File: src/bba_pkg.sv
// ----------------------------------------------------------------------------
// bba_pkg
// Shared types, defaults and helpers of the buddy block allocator.
// ----------------------------------------------------------------------------
package bba_pkg;

   localparam int ORDER_W         = 5;   // req_order and max_order width
   localparam int TOP_LEFT_W      = 5;   // top_blocks_left width
   localparam int MAX_ORDER_RST   = 12;
   localparam int LEVELS_DEF      = 21;
   localparam int STACK_DEPTH_DEF = 64;
   localparam int TOP_BLOCKS_DEF  = 16;
   localparam int OFFSET_BITS_DEF = 20;

   typedef enum logic [2:0] {
      ST_IDLE,
      ST_SEARCH,
      ST_READ,
      ST_SPLIT,
      ST_DONE
   } bba_state_type;

   typedef enum logic {
      STEP_UP,
      STEP_DOWN
   } bba_step_type;

   typedef struct packed {
      logic pop;
      logic push;
   } bba_stk_op_type;

   // order actually used as top level
   function automatic int top_of(input int order, input int levels);
      return (order >= levels) ? levels - 1 : order;
   endfunction

   function automatic int min_of(input int a, input int b);
      return (a < b) ? a : b;
   endfunction

endpackage

File: src/bba_step.sv
// ----------------------------------------------------------------------------
// bba_step
// Shared level step unit: moves the level up or down by one and forms the
// upper buddy offset at the new level.
// ----------------------------------------------------------------------------
module bba_step import bba_pkg::*; #(
   parameter int LVW         = 5,
   parameter int OFFSET_BITS = OFFSET_BITS_DEF
) (
   input  bba_step_type           mode,
   input  logic [LVW-1:0]         lvl,
   input  logic [OFFSET_BITS-1:0] off,
   output logic [LVW-1:0]         lvl_nx,
   output logic [OFFSET_BITS-1:0] buddy
);

   always_comb begin
      lvl_nx = (mode == STEP_UP) ? lvl + LVW'(1) : lvl - LVW'(1);
      // bits shifted past the offset width drop out, as the offset wraps
      buddy  = off + (OFFSET_BITS'(1) << lvl_nx);
   end

endmodule

File: config.mk
export PLATFORM = sky130hd
export DESIGN_NAME = bba_step
export DESIGN_NICKNAME = d
export VERILOG_FILES = /design/src/bba_pkg.sv /design/src/bba_step.sv
export SDC_FILE = /design/constraint.sdc
export NUM_CORES = 1
export LEC_CHECK = 0
export ABC_AREA = 1
export ABC_CLOCK_PERIOD_IN_PS = 3200
export BUFFER_PORTS_ARGS = -buffer_cell sky130_fd_sc_hd__buf_4
export CORE_MARGIN = 10
export CORE_UTILIZATION = 40
export DETAILED_ROUTE_END_ITERATION = 7
export GPL_ROUTABILITY_DRIVEN = 0
export MAX_ROUTING_LAYER = met4
export PLACE_DENSITY = 0.72
export SYNTH_ARGS = -nofsm -noshare
export SYNTH_HDL_FRONTEND = slang
export SYNTH_SLANG_ARGS = --single-unit
export TNS_END_PERCENT = 50
File: constraint.sdc
create_clock -name vclk -period 3.2
set_clock_uncertainty 0.05 [all_clocks]
set_input_delay 0 -clock vclk [all_inputs]
set_output_delay 0 -clock vclk [all_outputs]
set_load 0.03 [all_outputs]
# Word-level counts from Yosys, hierarchy flattened
# Index checks and enable logic that the tools add are counted.
# word_totals
regBits	0
elab_cells	5
# op_classes
addsub	3
shift	1
mux	1
# ops
operator	n
adder 20 bit	1
<< shifter 1 x 5 -> 20 bit (first input constant)	1
adder 5 x 1 -> 5 bit (second input constant)	1
two-way mux 5 bit	1
subtractor 5 x 1 -> 5 bit (second input constant)	1

# Longest topological paths before layout
# Gate-level depths: netlist of run 1.
# logic_depth
depth_word	4
depth_mapped	21
ltp_nobuf	21

# Worst setup path before layout of run 1
# Ideal clock, no wire load.
# synth_timing
path_kind	input to output
start	input port lvl[0]
end	output port buddy[11]
path_buffers	1
stages	15
slack_ps	444
arrival_time_ps	2706
cell_sequence	inv_1 fa_1 xnor2_1 buf_4 nand2_2 nor3_2 ha_1 nand2_2 inv_1 nand2_2 nand2_1 nand2_1 nand2_1 or2_1 xor2_1
# synth_between
elab_chain_len	4
elab_cells_between_ends	5
cone_classes	3 x add/sub; 1 x shift; 1 x mux
# synth_lines
item	line	rtl
start, declared	bba_step.sv:11	input logic [LVW-1:0] lvl,
adder 5 x 1 -> 5 bit or subtractor 5 x 1 -> 5 bit (tied branches)	bba_step.sv:18	lvl_nx = (mode == STEP_UP) ? lvl + LVW'(1) : lvl - LVW'(1);
two-way mux 5 bit *	bba_step.sv:18	
via lvl_nx[2]	bba_step.sv:13	output logic [LVW-1:0] lvl_nx,
<< shifter 1 x 5 -> 20 bit *	bba_step.sv:20	buddy = off + (OFFSET_BITS'(1) << lvl_nx);
adder 20 bit *	bba_step.sv:20	
end, declared	bba_step.sv:14	output logic [OFFSET_BITS-1:0] buddy
# The timed path passes the listed nets; every way through them passes the cells marked *.

# Worst setup path in the final report of run 1
# layout_timing
start	input port lvl[0]
end	output port buddy[11]
# layout_between
elab_chain_len	4
elab_cells_between_ends	5
cone_classes	3 x add/sub; 1 x shift; 1 x mux
# layout_lines
item	line
adder 5 x 1 -> 5 bit or subtractor 5 x 1 -> 5 bit (tied branches)	bba_step.sv:18
two-way mux 5 bit *	bba_step.sv:18
<< shifter 1 x 5 -> 20 bit *	bba_step.sv:20
adder 20 bit *	bba_step.sv:20
# Every way passes the cells marked *; elsewhere a longest branch is shown, timed or not.

==> results of run 1 <==
## where the power goes
part           switching, mW  internal (mW)
Sequential                 0              0
Combinational          0.282          0.153
Clock                      0              0
Total                  0.282          0.153
## worst max path at each step
stage	slack [ps]	end	start
5_1_grt	3	buddy[19]	lvl[0]
3_5_place_dp	290	buddy[11]	lvl[0]
3_3_place_gp	370	buddy[19]	lvl[0]
2_1_floorplan	440	buddy[11]	lvl[0]
6_report	290	buddy[11]	lvl[0]
4_1_cts	290	buddy[11]	lvl[0]
## placed cells by master, fill, tap and decap left out, types with 4 or more instances in the layout
cell | Yosys | final
nor4_2 | 4 | 4
nor2_1 | 28 | 28
ha_1 | 26 | 26
buf_4 | 1 | 52
nand3_1 | 19 | 19
nand2_2 | 9 | 9
inv_1 | 42 | 42
xor2_1 | 8 | 8
inv_2 | 5 | 5
a21oi_1 | 14 | 14
nand3_2 | 5 | 5
nor3_2 | 8 | 8
a21o_1 | 4 | 4
nand2_1 | 84 | 84
## area by class of cell
class | count | area (um^2)
fillers | 426 | 1940
multi-input cells | 235 | 1490
repair buffers | 52 | 390
inverters | 47 | 176
well taps | 50 | 62.6
## kinds of logic (layout without fill, tap and decap cells)
| logic type | count (synthesis) | after routing | share of synthesized area |
|---|---|---|---|
| xor gates and xnor gates | 11 | 11 | 0.0569 |
| and+or+nand+nor | 173 | 173 | 0.525 |
| AOI/OAI and AO/OA | 23 | 23 | 0.0806 |
| buffers and inverters | 50 | 99 | 0.122 |
| adders and majority gates | 28 | 28 | 0.216 |
## metal layers
layer	vias to the layer above	wire [um]
met4	0	20
li1	1023	-
met5	-	0
met3	2	243
met2	47	2250
met1	833	2150
## stage by stage
step / hold WS [ps] / instances
detailed placement: 298 / 384
global route: 308 / 384
finish: 292 / 384
CTS: 298 / 384
floorplan: 99.0 / 285
global placement: 294 / 384
## critical path, cell delays in order
cell	delay [ps]
buf_4	100
inv_1	90
fa_1	430
nand3b_1	190
nand2_1	80
nand2_1	60
nand2_2	220
inv_2	90
nand2_2	200
nor3_2	60
ha_1	370
a21oi_2	240
nand2_1	80
nand2_1	60
nand2_1	60
or2_1	220
xor2_1	140
buf_4	170
==> metrics.yaml, run 1 <==
run_status:
  outcome: "finished clean"
die:
  rows: 23
  initial_core_util: 0.417
  die_w_um: 85.1
  io_pins: 51
  die-area_um2: 7230
  core_um2: 4060
  die_height_um: 85.1
grt:
  grt.total_usage: 0.131
  grt_pass1_wl_mm: 8.20
  met3_usage: 0.00860
  gr-usage-met2: 0.238
  grt_max_degree: 15
  grt-busiest-layer: "met2"
  antenna_found_initial: 0
  grt_pass1_vias: 1894
  grt_overflow: 0
  gr-usage-met1: 0.162
critical_path:
  cp.required_ps: 3150
  end_kind: "output pin"
  crit_path_start_kind: "input pin"
  crit_fanout: 12
  critical_path_arrival_ps: 2860
  critPathKind: "in -> out"
power:
  p_per_area_nw_per_um2: 206
  p_leak_nw: 1.30
  p_total_uw: 435
  ir_drop_mv: 0.156
synthesis:
  synth.top_cell.area_share: 0.192
  synth.most_common_cell: "nand2_1"
  synthTopCellsByCount: "nand2_1 (84), inv_1 (42), nor2_1 (28), ha_1 (26), nand3_1 (19)"
  netlist_area_um2: 1690
  syn_inst: 285
  syn-num-nets: 339
  synthDistinctLibCells: 30
  syn_avg_cell_area_um2: 5.94
  synth_top_cell_by_area: "ha_1"
  synth-warning-count: 0
  synth-seq-area-share: 0
  synth.area.top_cells: "ha_1 (19%), nand2_1 (19%), inv_1 (9.3%), nor2_1 (6.2%), nand3_1 (5.6%)"
timing:
  hold_viol_final: 0
  report.final.slew_viol_count: 0
  setup_tns_ps: 0
  final-setup-viol-count: 0
  fin_crit_sh: 0.911
  fmax_ghz: 0.343
  tightestPinTransition_ps: 365
  rsz0062_at_grt: "false"
  slew-limit-headroom: 0.754
  period_needed_ps: 2910
  finalWorstSetupSlack_ps: 285
detailed_routing:
  wl_per_cell_um: 12.1
  drt_iter0_drc: 99
  ant_nets: 0
  wl_mm: 4.66
  vias: 1905
  dr.pass1.iters: 4
  vias_per_cell: 4.96
  drc: 0
final_layout:
  area_growth_pct: 25.0
  design_area_um2: 2120
  final_util: 0.521
  n_clock_buffer: 0
  final_nets: 390
  drive_gt1_frac: 0.272
  antenna_cells: 0
  seq_cell_count: 0
  seqCellArea_um2: 0
hold_path:
  hold_path_class: "in -> out"
  min-delay-start: "off[0]"
  whs_endpoint: "buddy[0]"
  hold_path_depth: 3
place:
  place_area_um2: 2120
  io_buffer_count: 51
  dp_hpwl_mm: 4.22
  dp_slack_ps: 287
job:
  cap_violations: 0
clocking:
  hold_buffers: 0
  cts_resized: 0
  post_cts_buffers: 0
No activity file was read; power rests on OpenSTA's default activity.
==> inputs of run 2 (changes only) <==
--- a/config.mk
+++ b/config.mk
@@ -9,11 +9,11 @@
 export ABC_CLOCK_PERIOD_IN_PS = 3200
 export BUFFER_PORTS_ARGS = -buffer_cell sky130_fd_sc_hd__buf_4
 export CORE_MARGIN = 10
-export CORE_UTILIZATION = 40
+export CORE_UTILIZATION = 45
 export DETAILED_ROUTE_END_ITERATION = 7
 export GPL_ROUTABILITY_DRIVEN = 0
 export MAX_ROUTING_LAYER = met4
-export PLACE_DENSITY = 0.72
+export PLACE_DENSITY = 0.78
 export SYNTH_ARGS = -nofsm -noshare
 export SYNTH_HDL_FRONTEND = slang
 export SYNTH_SLANG_ARGS = --single-unit
==> constraint.sdc (replaced) <==
create_clock -name vclk -period 3.2
set_clock_uncertainty 0.05 [all_clocks]
set_input_delay 0.16 -clock vclk [all_inputs]
set_output_delay 0.16 -clock vclk [all_outputs]
set_load 0.03 [all_outputs]
==> metrics.yaml, run 2 (synthesized netlist as in run 1, its figures left out) <==
run_status:
  outcome: "finished clean"
detailed_routing:
  drc: 0
  wl_mm: 5.03
  ant_nets: 0
  wl_per_cell_um: 12.9
  vias: 1973
  vias_per_cell: 5.07
  drt_iter0_drc: 105
  dr.pass1.iters: 4
timing:
  final-setup-viol-count: 0
  fin_crit_sh: 0.960
  report.final.slew_viol_count: 0
  finalWorstSetupSlack_ps: 127
  hold_viol_final: 0
  slew-limit-headroom: 0.709
  fmax_ghz: 0.325
  tightestPinTransition_ps: 434
  period_needed_ps: 3070
  setup_tns_ps: 0
critical_path:
  cp.required_ps: 2990
  crit_family: "simple AND/OR/NAND/NOR gates"
  crit_path_start_kind: "input pin"
  critical_path_arrival_ps: 2860
  worstPathCellList: "buf_4 -> ha_1 -> nand3_1 -> nand3_1 -> nand2_1 -> nand2_4 -> buf_12 -> nor4_2 -> ha_1 -> nand2_1 -> inv_1 -> a21o_1 -> a21oi_1 -> nand2_1 -> nand2_1 -> nand2_1 -> buf_4"
  critPathKind: "in -> out"
  crit_path_max_incr_delay_ps: 370
  crit_path_frequent_cell: "nand2_1"
  slowest_stage: "ha_1"
  end_kind: "output pin"
  critPathBufInv: 4
  crit_fanout: 8
power:
  p_switching_uw: 312
  p_int_uw: 186
  ir_drop_mv: 0.195
  p_leak_nw: 1.36
  seq_power_share: 0
  switching_share: 0.626
  p_per_area_nw_per_um2: 216
  combPwrFrac: 1.000
  p_total_uw: 498
  clkPwrFrac: 0
final_layout:
  drive_gt1_frac: 0.337
  layout_commonest_cell: "nand2_1"
  antenna_cells: 0
  layout_common_cells: "nand2_1 (82), buf_4 (58), inv_1 (42), nor2_1 (28)"
  final_cells: 389
  seq_cell_count: 0
  area_growth_pct: 36.3
  final_nets: 397
  n_clock_buffer: 0
  n_fill_cell: 352
  seqCellArea_um2: 0
die:
  die-area_um2: 6620
  rows: 22
  die_w_um: 81.3
  core_um2: 3660
  initial_core_util: 0.462
  io_pins: 51
  die_height_um: 81.3
place:
  dp_slack_ps: 35.6
  io_buffer_count: 51
  placedCellCount: 386
  dp_hpwl_mm: 4.21
grt:
  grt_pass1_wl_mm: 7.86
  grt.total_usage: 0.145
  grt_overflow: 0
  grt_max_degree: 15
  grt_pass1_vias: 1800
  antenna_found_initial: 0
hold_path:
  hold_path_class: "in -> out"
job:
  cap_violations: 0
clocking:
  hold_buffers: 0
[run 2: metal layers]
metal,global-route usage,share of wire,vias to the layer above
li1,-,-,1038
met1,0.181,0.43,872
met2,0.258,0.50,55
met3,0.0143,0.052,8
met4,0.00519,0.011,0
met5,-,0,-
[run 2: per-stage QoR]
step	utilization	hold WS, ps	instance area (um^2)
floorplan	-	419	1690
global placement	0.585	613	2140
detailed placement	0.585	615	2140
CTS	0.585	616	2140
global route	0.630	668	2310
finish	0.630	636	2310
[run 2: power groups by stage]
stage / Combinational (mW) / Clock (mW) / Sequential [mW]
final: 0.498 / 0 / 0
after global routing: 0.539 / 0 / 0
after CTS: 0.449 / 0 / 0
after detailed placement: 0.448 / 0 / 0
after global placement: 0.442 / 0 / 0
after floorplan: 0.309 / 0 / 0
[run 2: final cells by class]
class	count	area [um^2]	area share
tap	48	60.1	0.0260
multi-input combinational	235	1610	0.699
timing repair buffer	59	455	0.197
inverter	47	179	0.0775
[run 2: final timing paths]
check / from / endpoint / depth (start not counted)
max: mode / buddy[16] / 17
min: off[0] / buddy[0] / 3
[run 2: what timing repair did]
action,CTS,global route
endpoints found under the setup margin,0,13
gates resized for setup,0,25
buffers inserted,0,3
