$ cat config.mk
export PLATFORM = sky130hd
export DESIGN_NAME = bba_ctrl_flat
export DESIGN_NICKNAME = d
export VERILOG_FILES = /design/src/bba_pkg.sv /design/src/bba_if.sv /design/src/bba_ctrl.sv /design/src/flat_wrapper.sv
export SDC_FILE = /design/constraint.sdc
export NUM_CORES = 1
export LEC_CHECK = 0
export ABC_CLOCK_PERIOD_IN_PS = 3000
export BUFFER_PORTS_ARGS = -buffer_cell sky130_fd_sc_hd__buf_4
export CAP_MARGIN = 5
export CORE_ASPECT_RATIO = 1.75
export CORE_MARGIN = 2
export CORE_UTILIZATION = 40
export DETAILED_ROUTE_END_ITERATION = 16
export PLACE_DENSITY = 0.68
export SETUP_SLACK_MARGIN = 0.05
export SKIP_CTS_REPAIR_TIMING = 1
export SYNTH_ARGS = -nofsm -noshare
export SYNTH_HDL_FRONTEND = slang
export SYNTH_SLANG_ARGS = --single-unit
$ cat constraint.sdc
create_clock -name clock -period 3 [get_ports clock]
set_input_delay 0.45 -clock clock [delete_from_list [all_inputs] [get_ports clock]]
set_output_delay 0.45 -clock clock [all_outputs]
set_load 0.02 [all_outputs]
$ cat src/bba_pkg.sv
// ----------------------------------------------------------------------------
// bba_pkg
// Shared types, defaults and helpers of the buddy block allocator.
// ----------------------------------------------------------------------------
package bba_pkg;

   localparam int ORDER_W         = 5;   // req_order and max_order width
   localparam int TOP_LEFT_W      = 5;   // top_blocks_left width
   localparam int MAX_ORDER_RST   = 12;
   localparam int LEVELS_DEF      = 21;
   localparam int STACK_DEPTH_DEF = 64;
   localparam int TOP_BLOCKS_DEF  = 16;
   localparam int OFFSET_BITS_DEF = 20;

   typedef enum logic [2:0] {
      ST_IDLE,
      ST_SEARCH,
      ST_READ,
      ST_SPLIT,
      ST_DONE
   } bba_state_type;

   typedef enum logic {
      STEP_UP,
      STEP_DOWN
   } bba_step_type;

   typedef struct packed {
      logic pop;
      logic push;
   } bba_stk_op_type;

   // order actually used as top level
   function automatic int top_of(input int order, input int levels);
      return (order >= levels) ? levels - 1 : order;
   endfunction

   function automatic int min_of(input int a, input int b);
      return (a < b) ? a : b;
   endfunction

endpackage

$ cat src/bba_if.sv
// ----------------------------------------------------------------------------
// bba channel interfaces
// Valid/ready channels for requests, responses and the max_order register.
// ----------------------------------------------------------------------------
interface bba_req_if import bba_pkg::*; ();
   logic               valid;
   logic               ready;
   logic [ORDER_W-1:0] req_order;

   modport source (output valid, req_order, input ready);
   modport sink   (input valid, req_order, output ready);
endinterface

interface bba_rsp_if import bba_pkg::*; #(
   parameter int OFFSET_BITS = OFFSET_BITS_DEF
) ();
   logic                  valid;
   logic                  ready;
   logic                  granted;
   logic [OFFSET_BITS-1:0] block_offset;
   logic [TOP_LEFT_W-1:0] top_blocks_left;

   modport source (output valid, granted, block_offset, top_blocks_left, input ready);
   modport sink   (input valid, granted, block_offset, top_blocks_left, output ready);
endinterface

interface bba_csr_if import bba_pkg::*; ();
   logic               valid;
   logic               ready;
   logic [ORDER_W-1:0] max_order;

   modport source (output valid, max_order, input ready);
   modport sink   (input valid, max_order, output ready);
endinterface

$ cat src/bba_ctrl.sv
// ----------------------------------------------------------------------------
// bba_ctrl
// Sequencer: search up for a non-empty stack, pop, split down to the
// requested order, then hand the item to the response register.
// ----------------------------------------------------------------------------
module bba_ctrl import bba_pkg::*; #(
   parameter int LEVELS      = LEVELS_DEF,
   parameter int STACK_DEPTH = STACK_DEPTH_DEF,
   parameter int TOP_BLOCKS  = TOP_BLOCKS_DEF,
   parameter int OFFSET_BITS = OFFSET_BITS_DEF,
   localparam int LW         = $clog2(LEVELS),
   localparam int LVW        = $clog2(LEVELS + 1),
   localparam int FW         = $clog2(STACK_DEPTH + 1)
) (
   input  logic                   clock,
   input  logic                   reset,
   bba_req_if.sink                req_chan,
   bba_rsp_if.source              rsp_chan,
   bba_csr_if.sink                csr_chan,
   // stack side
   output logic                   stk_fmt,
   output logic [LW-1:0]          stk_fmt_top,
   output bba_stk_op_type         stk_op,
   output logic [LW-1:0]          stk_lvl,
   output logic [OFFSET_BITS-1:0] stk_wr_data,
   input  logic [FW-1:0]          stk_fill,
   input  logic [OFFSET_BITS-1:0] stk_rd_data,
   // step unit side
   output bba_step_type           step_mode,
   output logic [LVW-1:0]         step_lvl,
   output logic [OFFSET_BITS-1:0] step_off,
   input  logic [LVW-1:0]         step_lvl_nx,
   input  logic [OFFSET_BITS-1:0] step_buddy
);

   localparam int TCW     = $clog2(TOP_BLOCKS + 1);
   localparam int N_INIT  = min_of(TOP_BLOCKS, STACK_DEPTH);
   localparam int TOP_RST = top_of(MAX_ORDER_RST, LEVELS);

   bba_state_type           state_ff, state_in;
   logic [LW-1:0]           top_ff, top_in;
   logic [ORDER_W-1:0]      req_ff, req_in;
   logic [LVW-1:0]          lvl_ff, lvl_in;
   logic [OFFSET_BITS-1:0]  off_ff, off_in;
   logic                    grant_ff, grant_in;
   logic [TCW-1:0]          top_cnt_ff, top_cnt_in;
   logic                    rsp_valid_ff, rsp_valid_in;
   logic                    rsp_granted_ff, rsp_granted_in;
   logic [OFFSET_BITS-1:0]  rsp_off_ff, rsp_off_in;
   logic [TOP_LEFT_W-1:0]   rsp_left_ff, rsp_left_in;

   logic                    csr_acc, req_acc, req_too_big;
   logic                    at_top, at_req, empty, slot_free;
   logic [LW-1:0]           csr_top;
   logic [FW-1:0]           top_idx;
   logic [OFFSET_BITS-1:0]  top_off;

   assign csr_acc     = csr_chan.valid && csr_chan.ready;
   assign req_acc     = req_chan.valid && req_chan.ready;
   assign req_too_big = (req_chan.req_order > ORDER_W'(top_ff));
   assign at_top      = (lvl_ff == LVW'(top_ff));
   assign at_req      = (lvl_ff == LVW'(req_ff));
   assign empty       = (stk_fill == '0);
   assign slot_free   = !rsp_valid_ff || rsp_chan.ready;
   assign csr_top     = (int'(csr_chan.max_order) >= LEVELS) ? LW'(LEVELS - 1)
                                                             : LW'(csr_chan.max_order);
   // top stack holds offsets (N_INIT-1-idx) << top, idx the slot being popped
   assign top_idx     = FW'(N_INIT - 1) - (stk_fill - FW'(1));
   assign top_off     = OFFSET_BITS'(top_idx) << top_ff;

   // next state
   always_comb begin
      state_in = state_ff;
      unique case (state_ff)
         ST_IDLE: begin
            if (req_acc) begin
               state_in = req_too_big ? ST_DONE : ST_SEARCH;
            end
         end
         ST_SEARCH: begin
            if (empty) begin
               state_in = at_top ? ST_DONE : ST_SEARCH;
            end else begin
               state_in = at_top ? ST_SPLIT : ST_READ;
            end
         end
         ST_READ: begin
            state_in = ST_SPLIT;
         end
         ST_SPLIT: begin
            if (at_req) begin
               state_in = ST_DONE;
            end
         end
         ST_DONE: begin
            if (slot_free) begin
               state_in = ST_IDLE;
            end
         end
         default: begin
            state_in = ST_IDLE;
         end
      endcase
   end

   // control outputs
   always_comb begin
      csr_chan.ready = (state_ff == ST_IDLE);
      req_chan.ready = (state_ff == ST_IDLE) && !csr_chan.valid;
      stk_fmt        = csr_acc;
      stk_fmt_top    = csr_top;
      stk_op         = '0;
      stk_wr_data    = step_buddy;
      step_mode      = STEP_UP;
      step_lvl       = lvl_ff;
      step_off       = off_ff;
      stk_lvl        = lvl_ff[LW-1:0];
      unique case (state_ff)
         ST_SEARCH: begin
            stk_op.pop = !empty;
         end
         ST_SPLIT: begin
            step_mode   = STEP_DOWN;
            stk_lvl     = step_lvl_nx[LW-1:0];
            stk_op.push = !at_req;
         end
         ST_IDLE, ST_READ, ST_DONE: begin
            stk_op = '0;
         end
         default: begin
            stk_op = '0;
         end
      endcase
   end

   // datapath next values
   always_comb begin
      top_in         = top_ff;
      req_in         = req_ff;
      lvl_in         = lvl_ff;
      off_in         = off_ff;
      grant_in       = grant_ff;
      top_cnt_in     = top_cnt_ff;
      rsp_valid_in   = rsp_valid_ff && !rsp_chan.ready;
      rsp_granted_in = rsp_granted_ff;
      rsp_off_in     = rsp_off_ff;
      rsp_left_in    = rsp_left_ff;
      case (state_ff)
         ST_IDLE: begin
            if (csr_acc) begin
               top_in     = csr_top;
               top_cnt_in = TCW'(TOP_BLOCKS);
            end else if (req_acc) begin
               req_in   = req_chan.req_order;
               lvl_in   = LVW'(req_chan.req_order);
               off_in   = '0;
               grant_in = 1'b0;
            end
         end
         ST_SEARCH: begin
            if (empty) begin
               if (!at_top) begin
                  lvl_in = step_lvl_nx;
               end
            end else begin
               grant_in = 1'b1;
               if (at_top) begin
                  off_in = top_off;
                  if (top_cnt_ff != '0) begin
                     top_cnt_in = top_cnt_ff - TCW'(1);
                  end
               end
            end
         end
         ST_READ: begin
            off_in = stk_rd_data;
         end
         ST_SPLIT: begin
            if (!at_req) begin
               lvl_in = step_lvl_nx;
            end
         end
         ST_DONE: begin
            if (slot_free) begin
               rsp_valid_in   = 1'b1;
               rsp_granted_in = grant_ff;
               rsp_off_in     = off_ff;
               rsp_left_in    = TOP_LEFT_W'(top_cnt_ff);
            end
         end
         default: begin
            lvl_in = lvl_ff;
         end
      endcase
   end

   always_ff @(posedge clock) begin
      if (reset) begin
         state_ff     <= ST_IDLE;
         top_ff       <= LW'(TOP_RST);
         top_cnt_ff   <= TCW'(TOP_BLOCKS);
         rsp_valid_ff <= 1'b0;
      end else begin
         state_ff     <= state_in;
         top_ff       <= top_in;
         top_cnt_ff   <= top_cnt_in;
         rsp_valid_ff <= rsp_valid_in;
      end
   end

   always_ff @(posedge clock) begin
      req_ff         <= req_in;
      lvl_ff         <= lvl_in;
      off_ff         <= off_in;
      grant_ff       <= grant_in;
      rsp_granted_ff <= rsp_granted_in;
      rsp_off_ff     <= rsp_off_in;
      rsp_left_ff    <= rsp_left_in;
   end

   assign rsp_chan.valid           = rsp_valid_ff;
   assign rsp_chan.granted         = rsp_granted_ff;
   assign rsp_chan.block_offset    = rsp_off_ff;
   assign rsp_chan.top_blocks_left = rsp_left_ff;

endmodule

$ cat src/flat_wrapper.sv
// flat-port wrapper written by rule: the top's interface ports become plain ports
module bba_ctrl_flat import bba_pkg::*;
#(
   parameter int LEVELS      = LEVELS_DEF,
   parameter int STACK_DEPTH = STACK_DEPTH_DEF,
   parameter int TOP_BLOCKS  = TOP_BLOCKS_DEF,
   parameter int OFFSET_BITS = OFFSET_BITS_DEF,
   localparam int LW         = $clog2(LEVELS),
   localparam int LVW        = $clog2(LEVELS + 1),
   localparam int FW         = $clog2(STACK_DEPTH + 1)
)
  (clock, reset, stk_fmt, stk_fmt_top, stk_op, stk_lvl, stk_wr_data, stk_fill, stk_rd_data, step_mode, step_lvl, step_off, step_lvl_nx, step_buddy, req_chan_valid, req_chan_req_order, req_chan_ready, rsp_chan_valid, rsp_chan_granted, rsp_chan_block_offset, rsp_chan_top_blocks_left, rsp_chan_ready, csr_chan_valid, csr_chan_max_order, csr_chan_ready);
  bba_req_if req_chan_i ();
  bba_rsp_if #(.OFFSET_BITS(OFFSET_BITS)) rsp_chan_i ();
  bba_csr_if csr_chan_i ();
  input  logic clock;
  input  logic reset;
  output logic stk_fmt;
  output logic [LW-1:0] stk_fmt_top;
  output bba_stk_op_type stk_op;
  output logic [LW-1:0] stk_lvl;
  output logic [OFFSET_BITS-1:0] stk_wr_data;
  input  logic [FW-1:0] stk_fill;
  input  logic [OFFSET_BITS-1:0] stk_rd_data;
  output bba_step_type step_mode;
  output logic [LVW-1:0] step_lvl;
  output logic [OFFSET_BITS-1:0] step_off;
  input  logic [LVW-1:0] step_lvl_nx;
  input  logic [OFFSET_BITS-1:0] step_buddy;
  input wire logic [$bits(req_chan_i.valid)-1:0] req_chan_valid;
  input wire logic [$bits(req_chan_i.req_order)-1:0] req_chan_req_order;
  output wire logic [$bits(req_chan_i.ready)-1:0] req_chan_ready;
  output wire logic [$bits(rsp_chan_i.valid)-1:0] rsp_chan_valid;
  output wire logic [$bits(rsp_chan_i.granted)-1:0] rsp_chan_granted;
  output wire logic [$bits(rsp_chan_i.block_offset)-1:0] rsp_chan_block_offset;
  output wire logic [$bits(rsp_chan_i.top_blocks_left)-1:0] rsp_chan_top_blocks_left;
  input wire logic [$bits(rsp_chan_i.ready)-1:0] rsp_chan_ready;
  input wire logic [$bits(csr_chan_i.valid)-1:0] csr_chan_valid;
  input wire logic [$bits(csr_chan_i.max_order)-1:0] csr_chan_max_order;
  output wire logic [$bits(csr_chan_i.ready)-1:0] csr_chan_ready;
  assign req_chan_i.valid = req_chan_valid;
  assign req_chan_i.req_order = req_chan_req_order;
  assign req_chan_ready = req_chan_i.ready;
  assign rsp_chan_valid = rsp_chan_i.valid;
  assign rsp_chan_granted = rsp_chan_i.granted;
  assign rsp_chan_block_offset = rsp_chan_i.block_offset;
  assign rsp_chan_top_blocks_left = rsp_chan_i.top_blocks_left;
  assign rsp_chan_i.ready = rsp_chan_ready;
  assign csr_chan_i.valid = csr_chan_valid;
  assign csr_chan_i.max_order = csr_chan_max_order;
  assign csr_chan_ready = csr_chan_i.ready;
  bba_ctrl #(.LEVELS(LEVELS), .STACK_DEPTH(STACK_DEPTH), .TOP_BLOCKS(TOP_BLOCKS), .OFFSET_BITS(OFFSET_BITS)) u_core (.clock(clock), .reset(reset), .req_chan(req_chan_i), .rsp_chan(rsp_chan_i), .csr_chan(csr_chan_i), .stk_fmt(stk_fmt), .stk_fmt_top(stk_fmt_top), .stk_op(stk_op), .stk_lvl(stk_lvl), .stk_wr_data(stk_wr_data), .stk_fill(stk_fill), .stk_rd_data(stk_rd_data), .step_mode(step_mode), .step_lvl(step_lvl), .step_off(step_off), .step_lvl_nx(step_lvl_nx), .step_buddy(step_buddy));
endmodule
* After elaboration in Yosys (flattened, before gate mapping) *
Index checks and enable logic that the tools add are counted.
W data, S select, Z words.

cells by class
  magnitude comparators = 2
  shift operators = 1
  equal/unequal tests = 17
  bitwise operators = 1
  multiplexer cells = 35
  $add $sub $neg = 3
  reductions and logical operators = 24

operators by type and width
  operator               count
  $mux W20               4
  $pmux W20 S3           1
  $mux W5                11
  $shl A7 B5 Y20         1
  $mux W3                6
  $pmux W3 S5            1
  $pmux W5 S3            1
  $ne A2 B2 Y1 const B   6
  $eq A5 B5 Y1           2
  $ne A2 B1 Y1 const B   5
  $pmux W5 S2            1
  $reduce_and A5 Y1      2
  $mux W1                9
  $logic_not A7 Y1       1
  $sub A4 B7 Y7 const A  1
  $sub A7 B1 Y7 const B  1
  $eq A3 B2 Y1 const B   2
  $reduce_and A3 Y1      2
  $reduce_and A6 Y1      1
  $reduce_bool A3 Y1     2
  $ge A5 B5 Y1 const B   1
  $gt A5 B5 Y1           1
  $logic_not A1 Y1       5
  $reduce_bool A5 Y1     1
  other kinds (11)       15

storage, ports and cells
  register bits = 71
  word-level logic and storage cells = 94

* Longest topological paths before layout *
Gate-level depths: netlist of the first run.

  depth after elaboration = 6
  depth in mapped cells = 10

* Least setup slack after synthesis of the first run *
No wires, ideal clock.

  kind = in2reg
  from = input stk_fill[0]
  to = register u_core.lvl_ff[0] (netlist: u_core.step_lvl[0]), enable pin
  arrival = 2.330 ns
  stages on the path = 6
  slack = 0.296 ns
  required time = 2.626 ns
  path buffers = 0
  cells stage by stage = inv_1 > ha_1 > or3b_4 > or4_4 > o311a_1 > nor3_1

between the ends
  word-level cells in the longest chain between the ends = 3

RTL lines
  element                             RTL line            RTL
  start: declaration                  flat_wrapper.sv:23  input logic [FW-1:0] stk_fill;
  $logic_not A7 Y1                    bba_ctrl.sv:63      assign empty = (stk_fill == '0);
  $ne A2 B1 Y1 (no source line)       -
  $reduce_and A6 Y1 (no source line)  -
  end signal: assignment              bba_ctrl.sv:213     lvl_ff <= lvl_in;
  end: declaration                    bba_ctrl.sv:43      logic [LVW-1:0] lvl_ff, lvl_in;

Every way passes these cells.
A chain may end at the register's enable or synchronous reset.

==> reports/qor.csv, run 1 <==
stage;metric;value;unit
synth;Syn. warnings;0;
grt;grt total ovfl;0;
finish;commonest non-fill, non-tap cell in the layout;buf_4;
die;core area;9090;sq um
synth;Post-Synth Adder-Cell Area;0.0298;
timing;Final Skew;0.00809;ns
clock_tree;TritonCTS clock tree;yes;
worst_hold_path;Hold Path Cell Cnt;1;
clock_tree;Max Buffers Root-to-Sink;2;
grt;initial antenna violation count;0;
placed_design;hpwl dp;7780;um
drt;total routed wirelength;9870;um
setup_path;worst r2r path cells;6;
setup_path;crit start category;flip-flop;
timing;setup TNS;0;ns
finish;Area growth syn-to-layout;30.8;%
timing;Final Hold Fails;0;
pwr;Final Power;3120;uW
setup_path;cell family with most CP delay;simple AND/OR/NAND/NOR gates;
timing;Fmax achieved;0.386;GHz
clock_tree;Clk Latency, worst-skew pair;0.33;ns
synth;dominant combinational cell family by area after synthesis;simple AND/OR/NAND/NOR gates;
finish;Antenna Cells;0;
setup_path;slowest cell on the critical path;dfxtp_1;
worst_hold_path;worst hold path type;in2reg;
pwr;worst vdd ir;0.337;mV
pwr;PD cells;632;nW/um^2
finish;most frequent cells in the layout;buf_4 (124), edfxtp_1 (57), nand2_1 (46);
pwr;leakage;0.00204;uW
clock_tree;CTS buffer count;9;
die;total die area;10300;sq um
timing;final slew viol count;0;
drt;Via Count;3038;
setup_path;RR Endpoint;u_core.step_off[7]$_DFFE_PP_;
finish;share of layout cells above drive strength 1;0.329;
finish;fin cells;579;
synth;Post-synth EDFFs;57;
setup_path;Crit path top cell by count;inv_1;
synth;async set-reset flop share out of synthesis;0;
timing;# setup viols final;0;
setup_path;crit-path max FO;12;
synth;Compound-Gate Fraction of Synth Area;0.134;
timing;Tcrit/Tclk final;0.863;
synth;prevailing post-synth register cell;edfxtp_1;
timing;Worst-Margin Slew;0.648;ns
die;# IOs;155;
die;row cnt;46;
synth;sequential share of the synthesized area;0.528;
setup_path;CP Cell Sequence;nand2b_1, or2_2, inv_1, nand2_1, inv_1, buf_4;
setup_path;count of buffer and inverter cells on the critical path;3;
drt;drt first pass iters;4;
die;Die Span Y;133;um
clock_tree;root buffer cell;clkbuf_16;
synth;flops & latches, synth;71;
clock_tree;Max H-tree Level;3;
placed_design;RePlAce Congestion;0.911;
synth;Post-Synth XOR/XNOR Area;0.0418;
timing;Max transition margin;0.563;
clock_tree;# clock sinks;71;
timing;unrepaired setup endpoints after global routing;false;
setup_path;Critical Path Max Stage Delay;0.55;ns
worst_hold_path;hold_sp;req_chan_req_order[0];
setup_path;Worst setup EP type;output pin;
drt;vias per cell;5.25;
synth;mux cell area share after synthesis;0.0312;
grt;vias in the first global route;3050;
grt;pin count of the biggest net entering global routing;27;
worst_hold_path;Worst Hold End;u_core.req_ff[0]$_DFFE_PP_;
grt;first-pass GRT wire length;15200;um
setup_path;r2r setup slk;0.78;ns
job;number of max-cap violations;0;
status;outcome;finished, final reports clean;
setup_path;Worst Setup Path Type;reg2out;
drt;routed len/inst;17.0;um
setup_path;CP Data Arrival Time;2.14;ns
drt;initial DRC count;125;
grt;GR Util All Layers;0.194;
synth;synthesized cell area;3770;sq um
clock_tree;clock-pin slew on the worst setup and hold paths;0.06;ns
die;Initial Utilization;0.415;
finish;fin nets;530;
synth;Unique masters post-synth;60;
timing;Tmin final;2.59;ns
placed_design;dpl cells;563;
synth;Gate Count Post-Synth;357;
die;Die Wd;77.4;um
setup_path;reg2reg start;u_core.top_ff[1]$_SDFFE_PP0P_;
drt;DRC viols;0;
synth;Post-Synth Simple-Gate Area;0.160;
drt;ANT nets after route;0;
synth;syn nets;433;
synth;Post-Syn Area per Cell;10.6;sq um
placed_design;Port-buffer cells;114;
setup_path;required time of the critical path;2.55;ns
## metal layers
layer | GRT usage | routed length [um] | vias to the layer above | part of all wire
met5 | 0 | 0 | - | 0
met4 | 0.0813 | 264 | 0 | 0.027
met3 | 0.0498 | 511 | 15 | 0.052
met2 | 0.385 | 5690 | 116 | 0.58
met1 | 0.179 | 3410 | 1435 | 0.35
li1 | - | - | 1472 | -
## through the flow
| stage | setup slack [ns] | util | cell area (sq um) | hold slack, ns |
|---|---|---|---|---|
| detailed placement | 0.256 | 0.509 | 4630 | 0.433 |
| floorplan | 0.296 | - | 3770 | 0.400 |
| CTS | 0.396 | 0.543 | 4940 | 0.305 |
| global placement | 0.279 | 0.509 | 4630 | 0.431 |
| finish | 0.410 | 0.543 | 4940 | 0.310 |
| global route | 0.226 | 0.543 | 4940 | 0.311 |
## cells by family (layout without fill, tap and decap cells)
| kind of cell | Yosys count | count (layout) |
|---|---|---|
| mux | 11 | 11 |
| compound gates | 72 | 72 |
| buf+inv | 53 | 155 |
| xor+xnor | 18 | 18 |
| simple gates | 123 | 123 |
| fa+ha+maj | 9 | 9 |
| flops | 71 | 71 |
## cell usage after synthesis (2+ instances only)
library cell,count,area [sq um]
a211o_1,4,35.0
a211oi_1,2,15.0
a21o_1,2,15.0
a21oi_1,14,70.1
a22o_1,5,43.8
a22oi_1,2,15.0
a32oi_1,2,17.5
and2_1,2,12.5
and3_1,3,18.8
buf_1,2,7.51
buf_4,21,158
clkbuf_1,13,48.8
dfxtp_1,14,280
edfxtp_1,57,1710
ha_1,9,113
inv_1,14,52.6
mux2_2,6,67.6
mux2i_1,5,50.1
nand2_1,46,173
nand2b_1,5,31.3
nand3_1,7,35.0
nor2_1,20,75.1
nor2b_1,9,56.3
nor3_1,14,70.1
nor4_1,4,25.0
o211ai_1,2,15.0
o21a_1,2,15.0
o21ai_0,12,60.1
o21ai_1,2,10.0
o21bai_1,2,15.0
o221ai_1,3,26.3
o22ai_1,2,12.5
o31ai_1,4,30.0
or2_2,2,12.5
or3_1,3,18.8
xnor2_1,9,78.8
xor2_1,9,78.8
## registers in the layout, summed over array words and instances (netlist names)
| name | count |
|---|---|
| u_core.grant_ff | 1 |
| u_core.req_ff | 5 |
| u_core.rsp_chan.block_offset | 20 |
| u_core.rsp_chan.granted | 1 |
| u_core.rsp_chan.top_blocks_left | 5 |
| u_core.rsp_chan.valid | 1 |
| u_core.state_ff | 3 |
| u_core.step_lvl | 5 |
| u_core.step_off | 20 |
| u_core.top_cnt_ff | 5 |
| u_core.top_ff | 5 |
## where the power goes
| part | total (uW) | internal, uW | switching (uW) |
|---|---|---|---|
| registers | 1270 | 1200 | 76.9 |
| clock network | 1110 | 721 | 385 |
| logic | 742 | 311 | 431 |
| total | 3120 | 2230 | 893 |
## how the worst max path moves through the flow
stage                                          startpoint                           end  slack [ns]  cells after the start
final                     u_core.state_ff[0]$_SDFFE_PP0P_                     stk_op[0]        0.41                      6
after floorplan                               stk_fill[0]  u_core.step_lvl[0]$_DFFE_PP_        0.30                      6
after global routing      u_core.state_ff[0]$_SDFFE_PP0P_                     stk_op[0]        0.23                      6
after global placement                        stk_fill[0]  u_core.step_lvl[2]$_DFFE_PP_        0.28                      8
after detailed placement                      stk_fill[0]  u_core.step_lvl[2]$_DFFE_PP_        0.26                      8
after CTS                 u_core.state_ff[0]$_SDFFE_PP0P_                     stk_op[0]        0.40                      6
## worst register-to-register path, stage by stage (launching register included)
cell     delay, ns
dfxtp_1       0.61
xnor2_1       0.18
nand3_1       0.14
nor3_1        0.39
a31oi_1       0.14
nor2_1        0.13
buf_4         0.30
## final cells by class
class | instances | area [sq um]
Sequential cell | 71 | 1990
Clock buffer | 11 | 233
Clock inverter | 5 | 72.6
Fill cell | 852 | 4160
Timing Repair Buffer | 124 | 931
Tap cell | 120 | 150
Multi-Input combinational cell | 233 | 1500
Inverter | 15 | 56.3
No activity file was read; power rests on OpenSTA's default activity.
==> run 2, diff against run 1 <==
--- a/config.mk
+++ b/config.mk
@@ -13,6 +13,7 @@
 export CORE_UTILIZATION = 40
 export DETAILED_ROUTE_END_ITERATION = 16
 export PLACE_DENSITY = 0.68
+export RECOVER_POWER = 25
 export SETUP_SLACK_MARGIN = 0.05
 export SKIP_CTS_REPAIR_TIMING = 1
 export SYNTH_ARGS = -nofsm -noshare
==> run 2 against run 1 <==
  * Non-clock buffer count is the same
  * Power fell by 0.23%
  * Setup slack improved by 0.015 ns
  * Critical path type unchanged
  * Global-route usage unchanged
  * Critical endpoint unchanged
  * Wire length about the same
  * Flip-flop and latch count is the same
  * Die area is the same
  * Maximum frequency rose by 0.57%
  * Highest routed layer unchanged
  * Hold slack gained 0.053 ns
  * Clock skew down 0.00056 ns
==> reports/qor.csv, run 2 (synthesis results as in run 1) <==
stage;metric;value;unit
worst_hold_path;worst hold path type;in2reg;
die;Die Wd;77.4;um
setup_path;CP Data Arrival Time;2.12;ns
finish;most frequent cells in the layout;buf_4 (117), edfxtp_1 (57), nand2_1 (46);
finish;share of layout cells above drive strength 1;0.314;
setup_path;required time of the critical path;2.55;ns
drt;drt first pass iters;4;
setup_path;Worst setup EP type;output pin;
die;Die Span Y;133;um
drt;routed len/inst;17.0;um
placed_design;Port-buffer cells;114;
timing;final slew viol count;0;
placed_design;Cell Area, Placed;4630;sq um
timing;Tmin final;2.57;ns
timing;Max transition margin;0.578;
die;Initial Utilization;0.415;
timing;Final Hold Fails;0;
finish;Antenna Cells;0;
drt;total routed wirelength;9860;um
setup_path;crit-path max FO;12;
pwr;Final Power;3110;uW
pwr;PD cells;634;nW/um^2
finish;fin nets;530;
grt;grt total ovfl;0;
drt;DRC viols;0;
clock_tree;clock-pin slew on the worst setup and hold paths;0.06;ns
clock_tree;# clock sinks;71;
timing;# setup viols final;0;
die;core area;9090;sq um
clock_tree;CTS buffer count;9;
grt;GR Util All Layers;0.194;
job;number of max-cap violations;0;
finish;Final Cell Area;4910;sq um
timing;Fmax achieved;0.388;GHz
grt;pin count of the biggest net entering global routing;27;
drt;initial DRC count;141;
drt;vias per cell;5.22;
status;outcome;finished, final reports clean;
clock_tree;root buffer cell;clkbuf_16;
timing;setup TNS;0;ns
pwr;worst vdd ir;0.331;mV
timing;Final Skew;0.00753;ns
grt;initial antenna violation count;0;
die;# IOs;155;
timing;unrepaired setup endpoints after global routing;false;
timing;Tcrit/Tclk final;0.858;
placed_design;RePlAce Congestion;0.911;
clock_tree;Max Buffers Root-to-Sink;2;
grt;first-pass GRT wire length;15200;um
drt;Via Count;3024;
placed_design;hpwl dp;7780;um
timing;Worst-Margin Slew;0.626;ns
setup_path;crit start category;flip-flop;
clock_tree;Clk Latency, worst-skew pair;0.33;ns
pwr;leakage;0.00202;uW
die;total die area;10300;sq um
setup_path;Worst Setup Path Type;reg2out;
grt;vias in the first global route;3050;
clock_tree;Max H-tree Level;3;
drt;ANT nets after route;0;
clock_tree;TritonCTS clock tree;yes;
die;row cnt;46;
finish;commonest non-fill, non-tap cell in the layout;buf_4;
finish;Area growth syn-to-layout;30.1;%
## run 2: cell types whose count changed in the layout (fill, tap and decap cells not counted), sizes merged
cell and delta:
buf -7, clkbuf +7
## run 2: final timing paths
kind | start | end | slack (ns) | cells past startpoint
worst max-delay path | u_core.state_ff[0]$_SDFFE_PP0P_ | stk_op[0] | 0.43 | 6
worst min-delay path | req_chan_req_order[0] | u_core.req_ff[0]$_DFFE_PP_ | 0.36 | 1
worst max register to register | u_core.top_ff[1]$_SDFFE_PP0P_ | u_core.step_off[7]$_DFFE_PP_ | 0.78 | 6
worst min register to register | u_core.step_off[12]$_DFFE_PP_ | u_core.rsp_chan.block_offset[12]$_DFFE_PP_ | 0.45 | 0
## run 2: layout make-up
type	count	area, sq um
Sequential cell	71	1990
Multi-Input combinational cell	233	1500
Clock inverter	5	72.6
Inverter	15	56.3
Timing Repair Buffer	124	905
Fill cell	859	4180
Clock buffer	11	233
Tap cell	120	150
## run 2: routing by layer
| layer | wire length, um | GRT usage |
|---|---|---|
| met3 | 507 | 0.0498 |
| met1 | 3410 | 0.179 |
| met4 | 262 | 0.0813 |
| met2 | 5680 | 0.385 |
| met5 | 0 | 0 |
## run 2: report_power, final
group	internal, uW	switching, uW	total (uW)
registers	1200	76.5	1270
clock network	721	384	1100
logic	307	430	737
## run 2: worst max-delay path, cell delays in order, from the launching register on
cell and delay [ns]:
dfxtp_1 0.54, nand2b_1 0.25, or2_2 0.41, inv_1 0.23, nand2_1 0.15, inv_1 0.08
buf_4 0.13
## run 2: stage by stage
step	utilization	instances	setup WS [ns]	hold slack (ns)
detailed placement	0.509	563	0.256	0.433
global placement	0.509	563	0.279	0.431
floorplan	-	357	0.296	0.400
finish	0.540	579	0.425	0.363
global route	0.540	579	0.226	0.392
CTS	0.543	579	0.396	0.305
==> run 3, diff against run 2 <==
--- a/config.mk
+++ b/config.mk
@@ -8,11 +8,13 @@
 export ABC_CLOCK_PERIOD_IN_PS = 3000
 export BUFFER_PORTS_ARGS = -buffer_cell sky130_fd_sc_hd__buf_4
 export CAP_MARGIN = 5
+export CELL_PAD_IN_SITES_DETAIL_PLACEMENT = 0
+export CELL_PAD_IN_SITES_GLOBAL_PLACEMENT = 1
 export CORE_ASPECT_RATIO = 1.75
 export CORE_MARGIN = 2
-export CORE_UTILIZATION = 40
+export CORE_UTILIZATION = 36
 export DETAILED_ROUTE_END_ITERATION = 16
-export PLACE_DENSITY = 0.68
+export PLACE_DENSITY_LB_ADDON = 0.1
 export RECOVER_POWER = 25
 export SETUP_SLACK_MARGIN = 0.05
 export SKIP_CTS_REPAIR_TIMING = 1
==> run 3 against run 2 <==
  * Maximum frequency down 3.7%
  * Core utilization shrank 6.2 points
  * Sequential power is essentially flat
  * Wire length is 3.5% higher
  * Cell count rose by 1.6%
  * Critical path type unchanged
==> reports/qor.csv, run 3 (synthesis results as in run 1) <==
stage;metric;value;unit
setup_path;required time of the critical path;2.55;ns
clock_tree;Clk Latency, worst-skew pair;0.34;ns
timing;Max transition margin;0.566;
grt;grt met1 use;0.183;
setup_path;Worst setup EP type;output pin;
timing;Tcrit/Tclk final;0.891;
timing;Worst-Margin Slew;0.647;ns
status;outcome;finished, final reports clean;
finish;share of layout cells above drive strength 1;0.319;
setup_path;crit-path max FO;12;
finish;Area growth syn-to-layout;29.7;%
die;row cnt;49;
grt;grt total ovfl;0;
timing;Tmin final;2.67;ns
placed_design;Setup WS pre-CTS;0.207;ns
grt;GR Util met2;0.341;
die;# IOs;155;
finish;commonest non-fill, non-tap cell in the layout;buf_4;
drt;ANT nets after route;0;
finish;most frequent cells in the layout;buf_4 (119), edfxtp_1 (57), nand2_1 (46);
setup_path;worst r2r path cells;6;
clock_tree;# clock sinks;71;
die;Initial Utilization;0.369;
finish;Storage cell area;1990;sq um
timing;setup TNS;0;ns
pwr;Final Power;2990;uW
grt;vias in the first global route;2904;
pwr;PD cells;610;nW/um^2
timing;final slew viol count;0;
setup_path;CP Data Arrival Time;2.22;ns
pwr;worst vdd ir;0.335;mV
grt;Most Used Layer, Global Route;met2;
timing;Final WS setup;0.326;ns
pwr;leakage;0.00201;uW
drt;drt first pass iters;4;
timing;Fmax achieved;0.374;GHz
timing;unrepaired setup endpoints after global routing;false;
worst_hold_path;Hold Path Cell Cnt;1;
finish;Antenna Cells;0;
grt;pin count of the biggest net entering global routing;27;
placed_design;Port-buffer cells;114;
drt;vias per cell;5.20;
die;Die Span Y;139;um
worst_hold_path;worst hold path type;in2reg;
die;core area;10200;sq um
job;number of max-cap violations;0;
timing;Fin Hold WS;0.367;ns
timing;# setup viols final;0;
drt;initial DRC count;156;
placed_design;Cell Area, Placed;4650;sq um
die;Die Wd;81.4;um
die;total die area;11400;sq um
drt;routed len/inst;17.4;um
clock_tree;CTS buffer count;9;
clock_tree;root buffer cell;clkbuf_16;
finish;fin nets;532;
timing;Final Skew;0.00688;ns
timing;Final Hold Fails;0;
placed_design;hpwl dp;8130;um
finish;Filler cells;971;
grt;GR Util All Layers;0.183;
clock_tree;TritonCTS clock tree;yes;
drt;total routed wirelength;10200;um
clock_tree;Max H-tree Level;3;
grt;initial antenna violation count;0;
drt;Via Count;3060;
setup_path;crit start category;flip-flop;
finish;Multi-input gate area;1500;sq um
grt;grt met3 use;0.0357;
setup_path;Worst Setup Path Type;reg2out;
finish;Final Cell Area;4900;sq um
drt;DRC viols;0;
placed_design;RePlAce Congestion;0.863;
clock_tree;Max Buffers Root-to-Sink;2;
clock_tree;clock-pin slew on the worst setup and hold paths;0.06;ns
grt;first-pass GRT wire length;15200;um
## run 3: changes by cell type in the layout (fill, tap and decap cells not counted), sizes merged
cell,change
clkbuf,+2
inv,+2
clkinv,-2
buf,+2
bufinv,-2
## run 3: area by class of cell
cell class,instances,area share
Sequential cell,71,0.407
Multi-Input combinational cell,233,0.307
Timing Repair Buffer,126,0.188
Clock buffer,13,0.0511
Tap cell,127,0.0325
Inverter,15,0.0115
Clock inverter,3,0.00358
## run 3: worst max-delay path, stage by stage, from the launching register on
cell,delay (ns)
dfxtp_1,0.56
nand2b_1,0.28
or2_2,0.43
inv_1,0.22
nand2_1,0.16
inv_1,0.09
buf_4,0.13
## run 3: metal layers
layer	part of all wire	vias to the layer above	wire length [um]
li1	-	1480	-
met1	0.34	1434	3500
met2	0.56	126	5750
met3	0.062	20	631
met4	0.033	0	332
met5	0	-	0
## run 3: final timing paths
path,startpoint,end,slack [ns]
worst max-delay path,u_core.state_ff[0]$_SDFFE_PP0P_,stk_op[0],0.33
worst min-delay path,req_chan_req_order[0],u_core.req_ff[0]$_DFFE_PP_,0.37
worst max register to register,u_core.state_ff[0]$_SDFFE_PP0P_,u_core.top_cnt_ff[4]$_SDFFE_PP1P_,0.90
worst min register to register,u_core.grant_ff$_DFFE_PP_,u_core.rsp_chan.granted$_DFFE_PP_,0.43
## run 3: where the power goes
group	internal [uW]	switching (uW)	leakage (uW)
Combinational	312	435	0.00123
Clock	582	392	0.000134
Sequential	1190	72.5	0.000650
Total	2090	900	0.00201
## run 3: stage by stage
step           cells  utilization
2_1_floorplan    357            -
3_3_place_gp     572        0.455
3_5_place_dp     572        0.455
4_1_cts          588        0.481
5_1_grt          588        0.478
6_report         588        0.478
